`src/hdl/uart_register_block_defines.svh`:
```
// Assertion macros for the UART register block.
// Used by the top level only; expects a clock named clk and a reset named rst.
`ifndef UART_REGISTER_BLOCK_DEFINES_SVH
`define UART_REGISTER_BLOCK_DEFINES_SVH

// Check an implication on every clock edge outside reset.
`define URB_ASSERT(label, prop) \
  label: assert property (@(posedge clk) disable iff (rst) prop) \
    else $error("uart_register_block: assertion failed");

// Check a plain condition on every clock edge outside reset.
`define URB_ASSERT_ALWAYS(label, cond) \
  label: assert property (@(posedge clk) disable iff (rst) (cond)) \
    else $error("uart_register_block: invariant violated");

`endif

```
`src/hdl/uart_rb_pkg.sv`:
```
// Shared types, status bit masks, register indexes and helpers for the UART register block.
// No dependencies.
package uart_rb_pkg;

  localparam int FRAME_BITS_DEF = 11;
  localparam int CNT_W          = 36;
  localparam int DATA_W         = 32;

  typedef enum logic [1:0] {
    CMD_READ      = 2'd0,
    CMD_WRITE     = 2'd1,
    CMD_LINE_BYTE = 2'd2,
    CMD_TICK      = 2'd3
  } cmd_t;

  localparam logic [2:0] REG_RXDATA  = 3'd0;
  localparam logic [2:0] REG_TXDATA  = 3'd1;
  localparam logic [2:0] REG_STATUS  = 3'd2;
  localparam logic [2:0] REG_CONTROL = 3'd3;
  localparam logic [2:0] REG_DIVISOR = 3'd4;

  localparam logic [DATA_W-1:0] ST_PE     = 32'h001;
  localparam logic [DATA_W-1:0] ST_FE     = 32'h002;
  localparam logic [DATA_W-1:0] ST_BRK    = 32'h004;
  localparam logic [DATA_W-1:0] ST_ROE    = 32'h008;
  localparam logic [DATA_W-1:0] ST_TOE    = 32'h010;
  localparam logic [DATA_W-1:0] ST_TMT    = 32'h020;
  localparam logic [DATA_W-1:0] ST_TRDY   = 32'h040;
  localparam logic [DATA_W-1:0] ST_RRDY   = 32'h080;
  localparam logic [DATA_W-1:0] ST_E      = 32'h100;
  localparam logic [DATA_W-1:0] ST_ERRORS = ST_PE | ST_FE | ST_BRK | ST_ROE | ST_TOE;
  localparam logic [DATA_W-1:0] ST_RESET  = ST_TRDY | ST_TMT;

  typedef struct packed {
    cmd_t        cmd;
    logic [2:0]  reg_index;
    logic [31:0] write_data;
    logic [7:0]  line_byte;
  } item_t;

  typedef struct packed {
    logic [31:0] read_data;
    logic        tx_valid;
    logic [7:0]  tx_byte;
    logic        irq;
  } result_t;

  // Set status bits and raise E whenever any error bit is set.
  function automatic logic [DATA_W-1:0] set_bits(input logic [DATA_W-1:0] st,
                                                 input logic [DATA_W-1:0] m);
    logic [DATA_W-1:0] r;
    r = st | m;
    if ((r & ST_ERRORS) != '0) begin
      r = r | ST_E;
    end
    return r;
  endfunction

endpackage

```
`src/hdl/uart_rb_core.sv`:
```
// UART register state and single-pass update logic for one item.
// Depends on uart_rb_pkg.
module uart_rb_core #(
  parameter int FRAME_BITS = uart_rb_pkg::FRAME_BITS_DEF
) (
  input  logic                clk,
  input  logic                rst,
  input  logic                en,
  input  uart_rb_pkg::item_t   item,
  output uart_rb_pkg::result_t result
);
  import uart_rb_pkg::*;

  localparam logic [CNT_W-1:0] FRAME_LEN_RESET = CNT_W'(2 * FRAME_BITS);

  logic [DATA_W-1:0] status_reg,  status_next;
  logic [DATA_W-1:0] control_reg, control_next;
  logic [DATA_W-1:0] divisor_reg, divisor_next;
  logic [CNT_W-1:0]  frame_len,   frame_len_next;
  logic [7:0]        rx_holding,  rx_holding_next;
  logic [7:0]        tx_holding,  tx_holding_next;
  logic [7:0]        rx_shift,    rx_shift_next;
  logic [7:0]        tx_shift,    tx_shift_next;
  logic              rx_free,     rx_free_next;
  logic [CNT_W-1:0]  rx_countdown, rx_countdown_next;
  logic [CNT_W-1:0]  tx_countdown, tx_countdown_next;
  logic [31:0]       rdata;
  logic              txv;
  logic [7:0]        txb;

  always_comb begin
    status_next       = status_reg;
    control_next      = control_reg;
    divisor_next      = divisor_reg;
    frame_len_next    = frame_len;
    rx_holding_next   = rx_holding;
    tx_holding_next   = tx_holding;
    rx_shift_next     = rx_shift;
    tx_shift_next     = tx_shift;
    rx_free_next      = rx_free;
    rx_countdown_next = rx_countdown;
    tx_countdown_next = tx_countdown;
    rdata             = '0;
    txv               = 1'b0;
    txb               = '0;

    case (item.cmd)
      CMD_READ: begin
        case (item.reg_index)
          REG_RXDATA: begin
            rdata       = {24'd0, rx_holding};
            status_next = status_reg & ~ST_RRDY;
          end
          REG_STATUS:  rdata = status_reg;
          REG_CONTROL: rdata = control_reg;
          REG_DIVISOR: rdata = divisor_reg;
          default:     rdata = '0;
        endcase
      end
      CMD_WRITE: begin
        case (item.reg_index)
          REG_TXDATA: begin
            tx_holding_next = item.write_data[7:0];
            if ((status_reg & ST_TMT) != '0) begin
              status_next       = set_bits(status_reg & ~ST_TMT, ST_TRDY);
              tx_shift_next     = item.write_data[7:0];
              tx_countdown_next = frame_len;
            end else if ((status_reg & ST_TRDY) == '0) begin
              status_next = set_bits(status_reg, ST_TOE);
            end else begin
              status_next = status_reg & ~ST_TRDY;
            end
          end
          REG_STATUS:  status_next = item.write_data;
          REG_CONTROL: control_next = item.write_data;
          REG_DIVISOR: begin
            divisor_next   = item.write_data;
            // Precompute frame length so frame starts see a plain register.
            frame_len_next = CNT_W'((CNT_W'(item.write_data) + CNT_W'(1))
                                    * CNT_W'(FRAME_BITS));
          end
          default: ;
        endcase
      end
      CMD_LINE_BYTE: begin
        if (rx_free) begin
          rx_shift_next     = item.line_byte;
          rx_free_next      = 1'b0;
          rx_countdown_next = frame_len;
        end
      end
      CMD_TICK: begin
        // Receive side completes first when both expire together.
        if (rx_countdown != '0) begin
          rx_countdown_next = rx_countdown - CNT_W'(1);
          if (rx_countdown_next == '0) begin
            rx_holding_next = rx_shift;
            rx_free_next    = 1'b1;
            if ((status_next & ST_RRDY) != '0) begin
              status_next = set_bits(status_next, ST_ROE);
            end else begin
              status_next = set_bits(status_next, ST_RRDY);
            end
          end
        end
        if (tx_countdown != '0) begin
          tx_countdown_next = tx_countdown - CNT_W'(1);
          if (tx_countdown_next == '0) begin
            txv = 1'b1;
            txb = tx_shift;
            if ((status_next & ST_TRDY) == '0) begin
              status_next       = set_bits(status_next & ~ST_TMT, ST_TRDY);
              tx_shift_next     = tx_holding;
              tx_countdown_next = frame_len;
            end else begin
              status_next = set_bits(status_next, ST_TMT);
            end
          end
        end
      end
      default: ;
    endcase

    result.read_data = rdata;
    result.tx_valid  = txv;
    result.tx_byte   = txb;
    result.irq       = (control_next & status_next) != '0;
  end

  always_ff @(posedge clk) begin
    if (rst) begin
      status_reg   <= ST_RESET;
      control_reg  <= '0;
      divisor_reg  <= DATA_W'(1);
      frame_len    <= FRAME_LEN_RESET;
      rx_holding   <= '0;
      tx_holding   <= '0;
      rx_shift     <= '0;
      tx_shift     <= '0;
      rx_free      <= 1'b1;
      rx_countdown <= '0;
      tx_countdown <= '0;
    end else if (en) begin
      status_reg   <= status_next;
      control_reg  <= control_next;
      divisor_reg  <= divisor_next;
      frame_len    <= frame_len_next;
      rx_holding   <= rx_holding_next;
      tx_holding   <= tx_holding_next;
      rx_shift     <= rx_shift_next;
      tx_shift     <= tx_shift_next;
      rx_free      <= rx_free_next;
      rx_countdown <= rx_countdown_next;
      tx_countdown <= tx_countdown_next;
    end
  end

endmodule

```
`src/hdl/uart_register_block.sv`:
```
// UART register block top level: input register, update core, result register.
// Throughput 1 item per cycle while the output is not stalled; with m_tvalid high and m_tready
// low, both the input register and the result register hold their contents.
// The core updates all state in the cycle an item moves from the input to the result register.
// Reset (rst, synchronous) empties both registers and loads status 0x60, divisor 1.
// Depends on uart_rb_pkg, uart_rb_core and uart_register_block_defines.svh.
`include "uart_register_block_defines.svh"
module uart_register_block #(
  parameter int FRAME_BITS = uart_rb_pkg::FRAME_BITS_DEF
) (
  input  logic        clk,
  input  logic        rst,
  input  logic        s_tvalid,
  output logic        s_tready,
  // tdata: reg_index[2:0], write_data[34:3], line_byte[42:35], zero fill
  input  logic [47:0] s_tdata,
  // tuser: cmd[1:0]
  input  logic [1:0]  s_tuser,
  output logic        m_tvalid,
  input  logic        m_tready,
  // tdata: read_data[31:0], tx_valid[32], tx_byte[40:33], irq[41], zero fill
  output logic [47:0] m_tdata
);
  import uart_rb_pkg::*;

  logic    in_v;
  item_t   in_item;
  logic    adv;
  result_t core_result;
  result_t out_result;

  assign adv      = in_v && (!m_tvalid || m_tready);
  assign s_tready = !in_v || adv;

  always_ff @(posedge clk) begin
    if (rst) begin
      in_v <= 1'b0;
    end else if (s_tvalid && s_tready) begin
      in_v <= 1'b1;
    end else if (adv) begin
      in_v <= 1'b0;
    end
  end

  always_ff @(posedge clk) begin
    if (s_tvalid && s_tready) begin
      in_item.cmd        <= cmd_t'(s_tuser);
      in_item.reg_index  <= s_tdata[2:0];
      in_item.write_data <= s_tdata[34:3];
      in_item.line_byte  <= s_tdata[42:35];
    end
  end

  uart_rb_core #(
    .FRAME_BITS(FRAME_BITS)
  ) u_core (
    .clk    (clk),
    .rst    (rst),
    .en     (adv),
    .item   (in_item),
    .result (core_result)
  );

  always_ff @(posedge clk) begin
    if (rst) begin
      m_tvalid <= 1'b0;
    end else if (adv) begin
      m_tvalid <= 1'b1;
    end else if (m_tready) begin
      m_tvalid <= 1'b0;
    end
  end

  always_ff @(posedge clk) begin
    if (adv) begin
      out_result <= core_result;
    end
  end

  assign m_tdata = {6'd0, out_result.irq, out_result.tx_byte,
                    out_result.tx_valid, out_result.read_data};

  `URB_ASSERT(a_stall_means_full, !s_tready |-> in_v)
  `URB_ASSERT(a_adv_fills_output, adv |=> m_tvalid)
  `URB_ASSERT_ALWAYS(a_tx_only_on_tick,
    !m_tvalid || !out_result.tx_valid || (out_result.read_data == '0))
  `URB_ASSERT_ALWAYS(a_tx_byte_zero_when_idle,
    !m_tvalid || out_result.tx_valid || (out_result.tx_byte == '0))

endmodule
```
`config.mk`:
```
export PLATFORM = sky130hd
export DESIGN_NAME = uart_register_block
export DESIGN_NICKNAME = d
export VERILOG_FILES = /design/src/hdl/uart_rb_pkg.sv /design/src/hdl/uart_rb_core.sv /design/src/hdl/uart_register_block.sv
export VERILOG_INCLUDE_DIRS = /design/src /design/src/hdl
export SDC_FILE = /design/constraint.sdc
export NUM_CORES = 1
export LEC_CHECK = 0
export ABC_AREA = 1
export BUFFER_PORTS_ARGS = -buffer_cell sky130_fd_sc_hd__clkbuf_2
export CELL_PAD_IN_SITES_DETAIL_PLACEMENT = 0
export CELL_PAD_IN_SITES_GLOBAL_PLACEMENT = 1
export CORE_UTILIZATION = 46
export DETAILED_ROUTE_END_ITERATION = 10
export PLACE_DENSITY_LB_ADDON = 0.1
export SETUP_SLACK_MARGIN = 0.2
export SLEW_MARGIN = 15
export SYNTH_ARGS = -nofsm -noshare
export SYNTH_HDL_FRONTEND = slang
export SYNTH_SLANG_ARGS = --single-unit
```
`constraint.sdc`:
```
create_clock -name clk -period 6.6 [get_ports clk]
set_clock_uncertainty 0.15 [all_clocks]
set_input_delay 0.66 -clock clk [delete_from_list [all_inputs] [get_ports clk]]
set_output_delay 0.66 -clock clk [all_outputs]
set_load 0.005 [all_outputs]
```
Word-level counts from Yosys, hierarchy flattened
Cells that the tools add are included.
{ "classes": {"n_reduce_logical": 31, "multipliers": 1, "bitwise_logic": 1, "n_eq_ne": 15, "n_mux": 42, "addsub": 3} }
{ "ops": {"columns": ["operator", "n"], "rows": [
  ["$mux W36", 7],
  ["$pmux W36 S2", 2],
  ["$pmux W32 S4", 1],
  ["$mux W9", 12],
  ["$mux W32", 3],
  ["$pmux W32 S3", 1],
  ["$reduce_bool A32 Y1", 3],
  ["$logic_not A36 Y1", 2],
  ["$reduce_bool A36 Y1", 2],
  ["$sub A36 B1 Y36 const B", 2],
  ["$logic_not A32 Y1", 2],
  ["$pmux W32 S2", 1],
  ["$mux W8", 6],
  ["$mul A36 B4 Y36 const B", 1],
  ["$add A32 B1 Y33 const B", 1],
  ["$and A32 B32 Y32", 1],
  ["$ne A2 B1 Y1 const B", 8],
  ["$pmux W8 S2", 1],
  ["$reduce_and A3 Y1", 4],
  ["$reduce_and A4 Y1", 3],
  ["$reduce_bool A2 Y1", 4],
  ["$mux W1", 7],
  ["$reduce_and A7 Y1", 1],
  ["$eq A3 B2 Y1 const B", 2],
  ["other kinds (12)", 16]
]} }
{ "totals": {"output_inout_bits": 50, "register_bits": 326} }

Depth between registers and ports, before layout
{ "logic_depth": {"ltp_word": 14, "ltp_mapped": 30, "ltp_nobuf": 30} }

Modules after synthesis
Synthesis repeated with hierarchy kept, for this count alone.
{ "hier_totals": {"cells_unflattened": 2849, "area_unflattened_um2": 20170.6} }
{ "modules_own_cells": {"columns": ["module", "n_inst", "area_each_um2", "seq_area_each_um2", "cells_each"], "rows": [
  ["uart_rb_core", 1, 17418.0, 4744.6, 2743],
  ["uart_register_block", 1, 2752.6, 2652.5, 106]
]} }

Worst setup path after synthesis
No wires, ideal clock.
{ "synth_timing": {"kind": "register -> register", "startpoint": "register in_item[8] (netlist bit)", "endpoint": "register u_core.frame_len[35]", "setup_time_ps": 116, "synth_period_minus_slack_ps": 4554, "stages_incl_launch_ff": 28, "arrival_time_ps": 4288, "required_time_ps": 6334, "path_slack_ps": 2046, "cell_sequence": "edfxtp_1 -> inv_1 -> nor3_1 -> nand3_1 -> nor4_1 -> nand3_1 -> nor3_1 -> nand4_1 -> nor2_1 -> nand2_1 -> xor2_1 -> inv_1 -> ha_1 -> inv_1 -> fa_1 -> inv_1 -> ha_1 -> nand2_1 -> nor2_1 -> inv_1 -> nor4_1 -> o21ai_0 -> nand3_1 -> nand2_1 -> inv_1 -> o21ai_0 -> o211ai_1 -> inv_1"} }
{ "synth_between": {"elab_chain_cells": 2} }
{ "synth_lines": {"columns": ["element", "line", "text"], "rows": [
  ["start: declaration", "uart_register_block.sv:27", "item_t in_item;"],
  ["$add A32 B1 Y33", "uart_rb_core.sv:79", "frame_len_next = CNT_W'((CNT_W'(item.write_data) + CNT_W'(1))"],
  ["$mul A36 B4 Y36", "uart_rb_core.sv:80", "* CNT_W'(FRAME_BITS));"],
  ["end signal: assignment", "uart_rb_core.sv:147", "frame_len <= frame_len_next;"],
  ["end: declaration", "uart_rb_core.sv:19", "logic [CNT_W-1:0] frame_len, frame_len_next;"]
]} }
Every way passes these cells.
A chain may end at the register's enable or synchronous reset.

Worst setup path after layout
Ends and elaborated chain as after synthesis.

==> metrics.txt <==
P&R area growth vs syn 11.2%; status completed; Top reg by flops in_item; RSZ-0062 raised after global routing false; Final period util 84.7%; ys async rst share 0%; clock power share 37.6%; GRT overflow 0; Post-Synth Adder-Cell Area 7.59%; DIE AREA 44900 um2; switching pwr 0.00216 W; clk root buf clkbuf_16; Final Setup Violations 0; CP top delay family simple AND/OR/NAND/NOR gates; total negative setup slack 0 ns; Post-Synthesis Cells 2872; IO Pins 104; clock latency on the worst-skew pair 0.57 ns; Yosys warning total 0; Post-Route WL 64700 um; core area 43300 um2; combinational family with the most area after synthesis simple AND/OR/NAND/NOR gates; simple-gate share of the synthesized area 24.5%; DP Worst Slack 0.869 ns; post-synthesis sequential area ratio 36.5%; Post-CTS Hold Buffers 0; mux cell area share after synthesis 0%; crit end category flip-flop; antenna violations before repair 1; htree depth 2; Via density 5.40; critical path arrival 5.89 ns; flop2flop setup slack 1.01 ns; port buffer count 92; DRC viols 0; Tot Pwr 0.00630 W; Post-Syn Area 20300 um2; Max Fclk 179 MHz; maximum vdd drop 0.226 mV; RD Place Congestion 0.916; Worst R2R Start in_item[8]$_DFFE_PP_; type of the most critical hold path in2reg; Crit path depth 28; reg2reg end u_core.frame_len[35]$_SDFFE_PP0P_; Pint 0.00413 W; nets 3070; pwr dens 279 nW/um2; pin count of the biggest net entering global routing 89; Initial Utilization 46.9%; Pre-antenna DRT Iters 7; Main synth FF type dfxtp_1; number of synthesized flops with an enable pin 87; R2R depth 28; antenna fix cells 0; Final ANT Viol Nets 0; GRT Total Usage 29.1%; Startpoint Class flip-flop; std cell rows 76; required time of the worst setup path 6.91 ns; max_cap viols 0; WP buf/inv 8; chip height 212 um; CTS tree yes; WL/cell 18.4 um; Post-Synth XOR/XNOR Area 2.76%; die width 212 um; Crit-path slowest cell fa_1; power share of the sequential group 35.1%; Max Root-Sink Buffers 3; fin util 52.1%; detailed placement HPWL 48000 um; Setup CP Type reg2reg; fraction of layout cells with a size suffix above 1 9.08%; Worst Setup EP u_core.frame_len[35]$_SDFFE_PP0P_; crit path time final 5.59 ns; post-route setup slack 1.01 ns; Syn Area/Cell 7.06 um2; synthesized flop and latch total 326; worst-path fanout max 8; clock-pin slew on the worst setup and hold paths 0.07 ns; Max stage delay on crit path 0.51 ns; fin. max-slew vios 0; Sw Ratio 34.3%; leak pwr 10.4 nW; final hold violation count 0; Yosys cell types 58; CTS buffer count 39; actual slew at the worst max-slew pin 1.02 ns; via count 19000; 1st-iter DRT viols 1659; Slew headroom 31.8%; critical path's most frequent cell inv_1; CP startpoint in_item[8]$_DFFE_PP_; first-pass GRT wire length 101000 um; max reg flops 45; vias in the first global route 18000; Clock Sinks 326; Comb pwr share 27.2%; area fraction in compound gates after synthesis 18.4%; FILL cells 4394
==> power by group through the flow <==
stage / Combinational [W] / Clock, W / Sequential (W)
after floorplan: 0.00123 / 0 / 0.00223
after global placement: 0.00169 / 0 / 0.00225
after detailed placement: 0.00170 / 0 / 0.00225
after CTS: 0.00171 / 0.00241 / 0.00221
after global routing: 0.00193 / 0.00249 / 0.00222
final: 0.00171 / 0.00237 / 0.00221
==> how the worst min path moves through the flow <==
| stage | from | endpoint | slack (ns) | cells past startpoint |
|---|---|---|---|---|
| 2_1_floorplan | u_core.divisor_reg[0]$_SDFFE_PP1P_ | u_core.divisor_reg[0]$_SDFFE_PP1P_ | 0.28 | 1 |
| 3_3_place_gp | u_core.divisor_reg[21]$_SDFFE_PP0P_ | u_core.divisor_reg[21]$_SDFFE_PP0P_ | 0.30 | 2 |
| 3_5_place_dp | u_core.tx_shift[7]$_SDFFE_PP0P_ | u_core.tx_shift[7]$_SDFFE_PP0P_ | 0.31 | 2 |
| 4_1_cts | s_tdata[36] | in_item[1]$_DFFE_PP_ | 0.09 | 1 |
| 5_1_grt | s_tdata[36] | in_item[1]$_DFFE_PP_ | 0.09 | 1 |
| 6_report | s_tdata[36] | in_item[1]$_DFFE_PP_ | 0.11 | 1 |
==> synth_stat cells, types with 5 or more instances <==
cell type | n | area [um2]
nand4_1 | 32 | 200
a211oi_2 | 8 | 100
a221oi_1 | 28 | 245
nor4_1 | 15 | 93.8
xnor2_1 | 16 | 140
nand3_1 | 93 | 465
a211oi_1 | 10 | 75.1
inv_2 | 9 | 33.8
nand2_1 | 543 | 2040
buf_1 | 13 | 48.8
buf_4 | 7 | 52.6
nand2_4 | 5 | 56.3
nand3b_1 | 11 | 82.6
o211ai_1 | 9 | 67.6
o21a_1 | 5 | 37.5
fa_1 | 30 | 601
nor2_2 | 24 | 150
nor2_4 | 7 | 78.8
a31oi_1 | 40 | 250
a21oi_1 | 192 | 961
dfxtp_1 | 239 | 4780
xor2_1 | 48 | 420
nor3_1 | 15 | 75.1
nand2_2 | 12 | 75.1
o21ai_0 | 304 | 1520
o22ai_1 | 18 | 113
o21ai_1 | 29 | 145
edfxtp_1 | 87 | 2610
clkbuf_1 | 83 | 312
ha_1 | 75 | 938
inv_1 | 398 | 1490
nor2_1 | 409 | 1540
a21o_1 | 7 | 52.6
buf_2 | 8 | 40.0
==> area by class of cell <==
cell class / count / area (um2) / share of cell area (%)
Multi-Input combinational cell: 2021 / 10900 / 48.1
Sequential cell: 326 / 7400 / 32.8
Inverter: 411 / 1540 / 6.84
Clock buffer: 45 / 1060 / 4.70
Tap cell: 585 / 732 / 3.24
Timing Repair Buffer: 112 / 613 / 2.72
Clock inverter: 25 / 359 / 1.59
==> per-layer routing <==
| layer | up-vias | wire [um] | GRT usage [%] | part of all wire [%] |
|---|---|---|---|---|
| met5 | - | 0 | 0 | 0 |
| met4 | 0 | 1370 | 7.35 | 2.1 |
| met3 | 78 | 3710 | 4.65 | 5.7 |
| met2 | 518 | 29900 | 47.8 | 46 |
| met1 | 8965 | 29700 | 39.7 | 46 |
| li1 | 9487 | - | - | - |
==> repair_timing <==
| action | in CTS | in global routing |
|---|---|---|
| resized for setup | 0 | 1 |
| setup endpoints to repair | 0 | 1 |
| buffers inserted | 0 | 0 |
==> cells by family after synthesis <==
family,count (synthesis)
other,1
DFF,326
xor gates and xnor gates,64
and+or+nand+nor,1178
adders and majority gates,105
AOI/OAI and AO/OA,668
buffers and inverters,530
==> cells in the final DEF, fill, tap and decap left out, types with 30 or more instances in the layout <==
cell type | netlist | layout
a21oi_1 | 192 | 191
clkbuf_16 | 0 | 40
nand3_1 | 93 | 93
fa_1 | 30 | 30
edfxtp_1 | 87 | 87
dfxtp_1 | 239 | 239
nor2_1 | 409 | 408
inv_1 | 398 | 394
clkbuf_2 | 2 | 91
a31oi_1 | 40 | 40
o21ai_0 | 304 | 304
xor2_1 | 48 | 48
ha_1 | 75 | 75
nand4_1 | 32 | 32
nand2_1 | 543 | 541
==> stage by stage <==
| step | hold slack (ns) | cells | area, um2 |
|---|---|---|---|
| 2_1_floorplan | 0.277 | 2877 | 20300 |
| 6_report | 0.115 | 3525 | 22600 |
| 3_3_place_gp | 0.298 | 3455 | 21100 |
| 4_1_cts | 0.0906 | 3525 | 22600 |
| 3_5_place_dp | 0.307 | 3455 | 21100 |
| 5_1_grt | 0.0946 | 3525 | 22600 |
(Power assumes the default switching activity.)
